<file path="src/rtl/wsr_pkg.sv">
// Shared types and constants of the windowed-sinc sample rate converter.
package wsr_pkg;

    localparam int RATE_W      = 24;
    localparam int SAMPLE_W    = 16;
    localparam int T_W         = 40;
    localparam int CUT_W       = 17;
    localparam int FRAC_W      = 16;
    localparam int TAB_IDX_W   = 13;
    localparam int CFG_IDX_W   = 2;
    localparam int MAX_OUTPUTS = 64;
    localparam int OUT_CNT_W   = 6;
    localparam int UPSAMPLE_SH = 6;
    localparam int RND_BIAS    = 127;

    localparam logic [RATE_W-1:0]    RATE_RESET = 24'd48000;
    localparam logic [CUT_W-1:0]     UNIT_ONE   = 17'h10000;
    localparam logic                 OP_LOAD    = 1'b0;
    localparam logic                 OP_PUSH    = 1'b1;
    localparam logic [CFG_IDX_W-1:0] REG_INPUT_RATE  = 2'd0;
    localparam logic [CFG_IDX_W-1:0] REG_OUTPUT_RATE = 2'd1;

    typedef struct packed {
        logic cfg_write;
        logic tab_write;
        logic push;
        logic div_start;
        logic div_sel;
        logic cut_cap;
        logic tout_cap;
        logic p_mul;
        logic p_load;
        logic dir_fwd;
        logic tap_issue;
        logic acc_clear;
        logic rnd;
        logic scale;
        logic emit;
        logic last;
    } ctrl_cmd_t;

    typedef struct packed {
        logic div_busy;
        logic t_lt_period;
        logic p_ok;
        logic pipe_empty;
        logic out_free;
        logic tnext_lt;
    } dp_status_t;

endpackage

</file>
<file path="src/rtl/wsr_ctrl.sv">
// Controller state machine: sequences rate set-up, tap walks and result hand-off.
module wsr_ctrl #(
    parameter int HALF_TAPS = 32
) (
    input  logic                   clk,
    input  logic                   rst_n,
    input  logic                   in_valid,
    input  logic                   operation,
    output logic                   in_stall,
    input  logic                   cfg_valid,
    output logic                   cfg_ready,
    output wsr_pkg::ctrl_cmd_t     cmd,
    input  wsr_pkg::dp_status_t    status
);

    localparam int CNT_W = $clog2(HALF_TAPS + 2);

    localparam logic [3:0] S_DIV_CUT   = 4'd0;
    localparam logic [3:0] S_WAIT_CUT  = 4'd1;
    localparam logic [3:0] S_DIV_TOUT  = 4'd2;
    localparam logic [3:0] S_WAIT_TOUT = 4'd3;
    localparam logic [3:0] S_IDLE      = 4'd4;
    localparam logic [3:0] S_CHECK     = 4'd5;
    localparam logic [3:0] S_MUL_B     = 4'd6;
    localparam logic [3:0] S_LOAD_B    = 4'd7;
    localparam logic [3:0] S_BACK      = 4'd8;
    localparam logic [3:0] S_MUL_F     = 4'd9;
    localparam logic [3:0] S_LOAD_F    = 4'd10;
    localparam logic [3:0] S_FWD       = 4'd11;
    localparam logic [3:0] S_DRAIN     = 4'd12;
    localparam logic [3:0] S_RND       = 4'd13;
    localparam logic [3:0] S_SCALE     = 4'd14;
    localparam logic [3:0] S_EMIT      = 4'd15;

    logic [3:0]                     state_reg, state_next;
    logic [CNT_W-1:0]               cnt_reg, cnt_next;
    logic [wsr_pkg::OUT_CNT_W-1:0]  nout_reg, nout_next;
    logic                           in_acc;
    logic                           last;

    assign in_stall  = (state_reg != S_IDLE) || cfg_valid;
    assign cfg_ready = (state_reg == S_IDLE);
    assign in_acc    = in_valid && !in_stall;
    assign last      = !(status.tnext_lt &&
                         (nout_reg != wsr_pkg::OUT_CNT_W'(wsr_pkg::MAX_OUTPUTS - 1)));

    always_comb
    begin
        state_next = state_reg;
        cnt_next   = cnt_reg;
        nout_next  = nout_reg;
        cmd        = '0;
        case (state_reg)
            S_DIV_CUT:
            begin
                cmd.div_start = 1'b1;
                state_next    = S_WAIT_CUT;
            end
            S_WAIT_CUT:
            begin
                if (!status.div_busy)
                begin
                    cmd.cut_cap = 1'b1;
                    state_next  = S_DIV_TOUT;
                end
            end
            S_DIV_TOUT:
            begin
                cmd.div_start = 1'b1;
                cmd.div_sel   = 1'b1;
                state_next    = S_WAIT_TOUT;
            end
            S_WAIT_TOUT:
            begin
                cmd.div_sel = 1'b1;
                if (!status.div_busy)
                begin
                    cmd.tout_cap = 1'b1;
                    state_next   = S_IDLE;
                end
            end
            S_IDLE:
            begin
                if (cfg_valid)
                begin
                    cmd.cfg_write = 1'b1;
                    state_next    = S_DIV_CUT;
                end
                else if (in_acc)
                begin
                    if (operation == wsr_pkg::OP_PUSH)
                    begin
                        cmd.push   = 1'b1;
                        nout_next  = '0;
                        state_next = S_CHECK;
                    end
                    else
                    begin
                        cmd.tab_write = 1'b1;
                    end
                end
            end
            S_CHECK:
            begin
                state_next = status.t_lt_period ? S_MUL_B : S_IDLE;
            end
            S_MUL_B:
            begin
                cmd.p_mul     = 1'b1;
                cmd.acc_clear = 1'b1;
                state_next    = S_LOAD_B;
            end
            S_LOAD_B:
            begin
                cmd.p_load = 1'b1;
                cnt_next   = CNT_W'(HALF_TAPS + 1);
                state_next = S_BACK;
            end
            S_BACK:
            begin
                if (status.p_ok && (cnt_reg != '0))
                begin
                    cmd.tap_issue = 1'b1;
                    cnt_next      = cnt_reg - 1'b1;
                end
                else
                begin
                    state_next = S_MUL_F;
                end
            end
            S_MUL_F:
            begin
                cmd.p_mul   = 1'b1;
                cmd.dir_fwd = 1'b1;
                state_next  = S_LOAD_F;
            end
            S_LOAD_F:
            begin
                cmd.p_load  = 1'b1;
                cmd.dir_fwd = 1'b1;
                cnt_next    = CNT_W'(HALF_TAPS);
                state_next  = S_FWD;
            end
            S_FWD:
            begin
                cmd.dir_fwd = 1'b1;
                if (status.p_ok && (cnt_reg != '0))
                begin
                    cmd.tap_issue = 1'b1;
                    cnt_next      = cnt_reg - 1'b1;
                end
                else
                begin
                    state_next = S_DRAIN;
                end
            end
            S_DRAIN:
            begin
                if (status.pipe_empty)
                begin
                    state_next = S_RND;
                end
            end
            S_RND:
            begin
                cmd.rnd    = 1'b1;
                state_next = S_SCALE;
            end
            S_SCALE:
            begin
                cmd.scale  = 1'b1;
                state_next = S_EMIT;
            end
            S_EMIT:
            begin
                if (status.out_free)
                begin
                    cmd.emit   = 1'b1;
                    cmd.last   = last;
                    nout_next  = nout_reg + 1'b1;
                    state_next = last ? S_IDLE : S_MUL_B;
                end
            end
            default:
            begin
                state_next = S_IDLE;
            end
        endcase
    end

    always_ff @(posedge clk or negedge rst_n)
    begin
        if (!rst_n)
        begin
            state_reg <= S_DIV_CUT;
            cnt_reg   <= '0;
            nout_reg  <= '0;
        end
        else
        begin
            state_reg <= state_next;
            cnt_reg   <= cnt_next;
            nout_reg  <= nout_next;
        end
    end

endmodule

</file>
<file path="config.mk">
export PLATFORM = sky130hd
export DESIGN_NAME = wsr_ctrl
export DESIGN_NICKNAME = d
export VERILOG_FILES = /design/src/rtl/wsr_pkg.sv /design/src/rtl/wsr_ctrl.sv
export SDC_FILE = /design/constraint.sdc
export NUM_CORES = 1
export LEC_CHECK = 0
export ABC_AREA = 1
export BUFFER_PORTS_ARGS = -buffer_cell sky130_fd_sc_hd__clkbuf_2
export CAP_MARGIN = 10
export CORE_AREA = 2 2 50 52
export DETAILED_ROUTE_END_ITERATION = 12
export DIE_AREA = 0 0 52 54
export GPL_ROUTABILITY_DRIVEN = 0
export GPL_TIMING_DRIVEN = 0
export PLACE_DENSITY = 0.8
export SLEW_MARGIN = 10
export SYNTH_ARGS = -nofsm -noshare
export SYNTH_HDL_FRONTEND = slang
export SYNTH_SLANG_ARGS = --single-unit
</file>
<file path="constraint.sdc">
create_clock -name clk -period 2.2 [get_ports clk]
set_input_delay 0.22 -clock clk [delete_from_list [all_inputs] [get_ports clk]]
set_output_delay 0.22 -clock clk [all_outputs]
set_load 0.01 [all_outputs]
</file>
==> impl_metrics.yaml, run 1 <==
clocking:
  cts_resized: 0
  root_buffer: "clkbuf_4"
  ctsHtreeMaxLevel: 1
  post_cts_buffers: 0
  path_clk_slew_ns: 0.10
  cts.hold.buffers_added: 1
  clock-sinks: 16
  clkLatencyLatePin_ns: 0.29
  cts_made_buffers: 3
  clockBufferDepth: 2
  cts_tree: "done"
yosys:
  ys_warn_count: 0
  synth-seq-area-share: 0.328
  syn-instance-count: 178
  synth_top_cell_by_area: "dfrtp_1"
  syn_area_mm2: 0.00122
  ys_types: 30
  syn_avg_cell_area_um2: 6.87
  yosysTopAreaCellShare: 0.328
  syn_nets: 192
  synth_area_leaders: "dfrtp_1 33%, nand2_1 14%, nor2_1 8.6%"
  ys_ff_latch: 16
route:
  wl_um: 2720
  remaining_drc_errors: 0
  vias_per_cell: 5.09
  wire_per_inst_um: 11.3
  ant_nets: 0
  drtPass1Iterations: 4
  vias: 1227
  dr.first_iter.drc_count: 28
critical_path:
  cp_slowest_stage_delay_ns: 0.46
  reg2reg_depth: 7
  ff2ff_setup_slack_ns: 0.68
  worstPathCellList: "inv_1 > nand2_2 > nor2_4 > nand3_2 > nand2_2 > nand2_4 > nor2_1 > clkbuf_2"
  crit_type: "reg2out"
  crit_top_cell: "nand2_2"
  end_kind: "output port"
  reg2reg_to: "state_reg[2]"
  slowest_stage: "dfrtp_1"
  worst_setup_path_start_kind: "flip-flop"
  cp.required_ns: 1.98
  crit_arrival_ns: 1.70
  r2r-start: "state_reg[1]"
  crit_fanout: 10
cells_and_area:
  n_antenna_cell: 0
  fin_nets: 226
  syn_to_final_growth_pct: 18.3
  final_cells: 241
  layout-drive-gt1-share: 0.256
  n_fill_cell: 208
pwr:
  power_leakage_nw: 0.800
  peakVddDrop_v: 0.000779
  powerDensity_mw_per_mm2: 1310
sta:
  min_period_over_period: 0.875
  rsz0062_at_grt: "false"
  fin_skew_ns: 0.00115
  max_slew_margin: 0.731
  setup_viol: 0
  fmax_ghz: 0.520
  layout_min_cycle_time_ns: 1.92
  finalMaxSlewViolations: 0
  final.setup.tns_ns: 0
  hold_viol: 0
  worstMarginPinSlew_ns: 0.403
global_route:
  grt_antenna_before_repair: 0
  first_global_vias: 994
  grt_max_degree: 17
  gr-total-overflow: 0
  grt_pass1_wl_um: 4210
  track_usage: 0.201
worst_hold_path:
  min_path_type: "in2reg"
  hold_start: "cfg_valid"
  min_to: "state_reg[0]"
  whs_path_depth: 4
placed_design:
  io_buffers: 28
  placed_cells: 236
  dp_hpwl_um: 2190
floorplanning:
  rows: 18
  core_area_mm2: 0.00232
  dieArea_mm2: 0.00281
  pin_count: 29
  start_util: 0.527
  die_w_um: 52
  die_h_um: 54
flow_run:
  drv_cap: 0
outcome:
  status: "completed"
-- worst max path at each step --
stage | start | endpoint | slack (ns)
detailed placement | state_reg[1] | cmd[13] | 0.61
finish | state_reg[1] | cmd[13] | 0.28
global route | state_reg[1] | cmd[0] | 0.15
floorplan | state_reg[0] | cmd[13] | 0.73
CTS | state_reg[0] | cmd[13] | 0.27
global placement | state_reg[0] | cmd[13] | 0.65
-- placed cells by master, fill, tap and decap left out, types with 2 or more instances in the layout --
cell / instances
nand2_1: 46
nor2_1: 28
clkbuf_2: 28
inv_1: 21
nand3_1: 17
dfrtp_1: 16
nand2_2: 6
o21ai_0: 5
o21ai_1: 4
inv_2: 3
nor3_1: 3
xor2_1: 3
ha_1: 3
clkbuf_4: 3
nand2_4: 2
a21oi_1: 2
o22ai_1: 2
nand4_1: 2
or2_2: 2
-- through the flow --
stage / hold WS, ns / setup WS [ns] / util / power (W) / area [um^2]
final: 0.263 / 0.276 / 0.624 / 0.00189 / 1450
after CTS: 0.251 / 0.273 / 0.624 / 0.00189 / 1450
after detailed placement: 0.168 / 0.614 / 0.604 / 0.00169 / 1400
after global routing: 0.292 / 0.153 / 0.624 / 0.00208 / 1450
after global placement: 0.164 / 0.652 / 0.604 / 0.00165 / 1400
after floorplan: -0.0756 / 0.729 / - / 0.00141 / 1220
-- where the power goes --
group | switching [W] | internal (W) | total [W]
Clock | 0.0000998 | 0.000101 | 0.000200
Sequential | 0.000127 | 0.000414 | 0.000541
Combinational | 0.000735 | 0.000417 | 0.00115
-- layer usage --
layer / share of wire / global-route usage
met2: 0.53 / 0.363
met3: 0.030 / 0.0333
met5: 0 / 0
met4: 0 / 0.0395
met1: 0.44 / 0.252
-- cell type report --
cell class,count,area [um^2],share of cell area
plain buffers,1,7.51,0.00519
inverters,24,90.1,0.0623
clock buffers,4,36.3,0.0251
well taps,30,37.5,0.0260
multi-input cells,137,724,0.501
flip-flops and latches,16,400,0.277
repair buffers,29,150,0.104
-- worst max-delay path, delay by kind of cell, from the launching register on --
family	cells	cell delay [ns]
simple gates	6	0.65
flops	1	0.46
buf+inv	2	0.29
-- cells in the mapped netlist, drive strengths merged --
master  count
buf         1
nand4       2
nand3b      1
a31oi       1
a21oi       3
o21ai      10
nor3        3
or2         2
a31o        1
dfrtp      16
ha          3
nand3      18
o21bai      1
xnor2       1
o22ai       2
nand2      54
nor2       31
inv        24
xor2        3
a21boi      1
-- logic make-up (layout without fill, tap and decap cells) --
family,count (synthesis),after routing,synth area share
flip-flops,16,16,0.328
AO/OA/AOI/OAI,19,19,0.110
AND/OR/NAND/NOR,111,111,0.424
buffers and inverters,25,58,0.0798
XOR/XNOR,4,4,0.0287
adder cells (fa/ha/maj),3,3,0.0307
Power figures use the tool's default switching activity.
==> run 2, diff against run 1 <==
Settings changed: PLACE_DENSITY 0.8 to 0.79.
==> run 2 against run 1 <==
Net effect:
- setup slack lost 0.025 ns
- non-clock buffer count unchanged
- critical path depth decreased by 1
- utilization unchanged
- maximum frequency decreased by 1.3%
- count of clock-buffer cells in the layout unchanged
- design area stayed put
- sequential share of layout area unchanged
- wire length rose by 4.2%
- via count increased by 3.5%
- power rose by 0.37%
- critical endpoint is now cmd[7]
==> impl_metrics.yaml, run 2 (synthesis results as in run 1) <==
cells_and_area:
  n_fill_cell: 208
  final_util: 0.624
  final_common_cell: "nand2_1"
  multi_input_area_um2: 724
  layout_common_cells: "46 x nand2_1, 28 x nor2_1, 28 x clkbuf_2, 21 x inv_1, 17 x nand3_1"
  fin_nets: 226
  syn_to_final_growth_pct: 18.3
  register_area_um2: 400
  final_area_mm2: 0.00145
  n_antenna_cell: 0
  layout-drive-gt1-share: 0.256
sta:
  finalMaxSlewViolations: 0
  setup_viol: 0
  hold_viol: 0
  final.setup.tns_ns: 0
  fin_skew_ns: 0.00185
  fmax_ghz: 0.513
  min_period_over_period: 0.886
  rsz0062_at_grt: "false"
  max_slew_margin: 0.715
  layout_min_cycle_time_ns: 1.95
  holdWs_ns: 0.260
  worstMarginPinSlew_ns: 0.428
route:
  drtPass1Iterations: 4
  vias: 1270
  remaining_drc_errors: 0
  ant_nets: 0
  wire_per_inst_um: 11.8
  wl_um: 2830
  vias_per_cell: 5.27
  dr.first_iter.drc_count: 34
critical_path:
  cp.required_ns: 1.98
  crit_type: "reg2out"
  end_kind: "output port"
  slowest_stage: "dfrtp_1"
  worst_setup_path_start_kind: "flip-flop"
  cp_slowest_stage_delay_ns: 0.34
  crit_top_cell: "nor2_1"
  path_delay_family: "simple AND/OR/NAND/NOR gates"
  crit_fanout: 9
  crit_arrival_ns: 1.73
  worstPathCellList: "buf_4 > inv_1 > nor2_1 > nor2_1 > o21ai_4 > nor2_1 > clkbuf_2"
  cp_num_buf_inv: 3
floorplanning:
  rows: 18
  dieArea_mm2: 0.00281
  die_w_um: 52
  die_h_um: 54
  core_area_mm2: 0.00232
  start_util: 0.527
  pin_count: 29
placed_design:
  io_buffers: 28
  dp_hpwl_um: 2200
  placed_area_mm2: 0.00140
worst_hold_path:
  min_path_type: "in2reg"
clocking:
  ctsHtreeMaxLevel: 1
  cts_tree: "done"
  root_buffer: "clkbuf_4"
  cts_made_buffers: 3
  path_clk_slew_ns: 0.10
  clockBufferDepth: 2
  clock-sinks: 16
  clkLatencyLatePin_ns: 0.29
  cts_resized: 0
global_route:
  grt_max_degree: 17
  first_global_vias: 1092
  grt_pass1_wl_um: 4600
  gr-total-overflow: 0
  track_usage: 0.216
  grt_antenna_before_repair: 0
pwr:
  peakVddDrop_v: 0.000751
  power.total_w: 0.00190
  p_comb_frac: 0.605
  pwr-share-seq: 0.288
  power_leakage_nw: 0.800
  p_int_w: 0.000932
  powerDensity_mw_per_mm2: 1310
  clockPowerShare: 0.107
  switching_share: 0.510
  p_switching_w: 0.000969
flow_run:
  drv_cap: 0
outcome:
  status: "completed"
run 2: worst reg2reg max path, delay by kind of cell (launching register included):
family / cells / cell delay (ns)
simple gates: 4 / 0.52
compound gates: 1 / 0.27
flops: 1 / 0.34
buf+inv: 3 / 0.29
run 2: power groups by stage:
stage / clock network [W] / registers [W] / logic, W
detailed placement: 0 / 0.000548 / 0.00114
finish: 0.000203 / 0.000547 / 0.00115
global placement: 0 / 0.000540 / 0.00111
CTS: 0.000209 / 0.000544 / 0.00115
global route: 0.000219 / 0.000564 / 0.00131
floorplan: 0 / 0.000518 / 0.000892
run 2: final timing paths:
| check | cells past startpoint | startpoint | end | slack, ns |
|---|---|---|---|---|
| hold / removal | 4 | cfg_valid | state_reg[0] | 0.26 |
| setup reg to reg | 8 | state_reg[0] | cnt_reg[3] | 0.66 |
| setup / recovery | 7 | state_reg[0] | cmd[7] | 0.25 |
| hold reg to reg | 2 | nout_reg[1] | nout_reg[1] | 0.52 |
| min in group asynchronous | 2 | rst_n | cnt_reg[5] | 0.39 |
| max in group asynchronous | 2 | rst_n | cnt_reg[3] | 1.52 |
run 2: layer usage:
layer / GRT usage / vias to the layer above / share of wire
li1: - / 633 / -
met1: 0.272 / 589 / 0.43
met2: 0.395 / 38 / 0.51
met3: 0.0250 / 10 / 0.047
met4: 0.0482 / 0 / 0.0095
met5: 0 / - / 0
run 2: what timing repair did:
item,in CTS,in global routing
hold buffers,1,0
endpoints found under the hold margin,16,0
buffers inserted,0,0
run 2: layout make-up:
| cell class | instances | area share |
|---|---|---|
| Buffer | 1 | 0.00519 |
| Clock buffer | 4 | 0.0251 |
| Inverter | 24 | 0.0623 |
| Multi-Input combinational cell | 137 | 0.501 |
| Sequential cell | 16 | 0.277 |
| Tap cell | 30 | 0.0260 |
| Timing Repair Buffer | 29 | 0.104 |
run 2: through the flow:
step           instances  setup slack, ns
2_1_floorplan        178            0.729
3_3_place_gp         236            0.649
3_5_place_dp         236            0.583
4_1_cts              241            0.245
5_1_grt              241            0.113
6_report             241            0.251
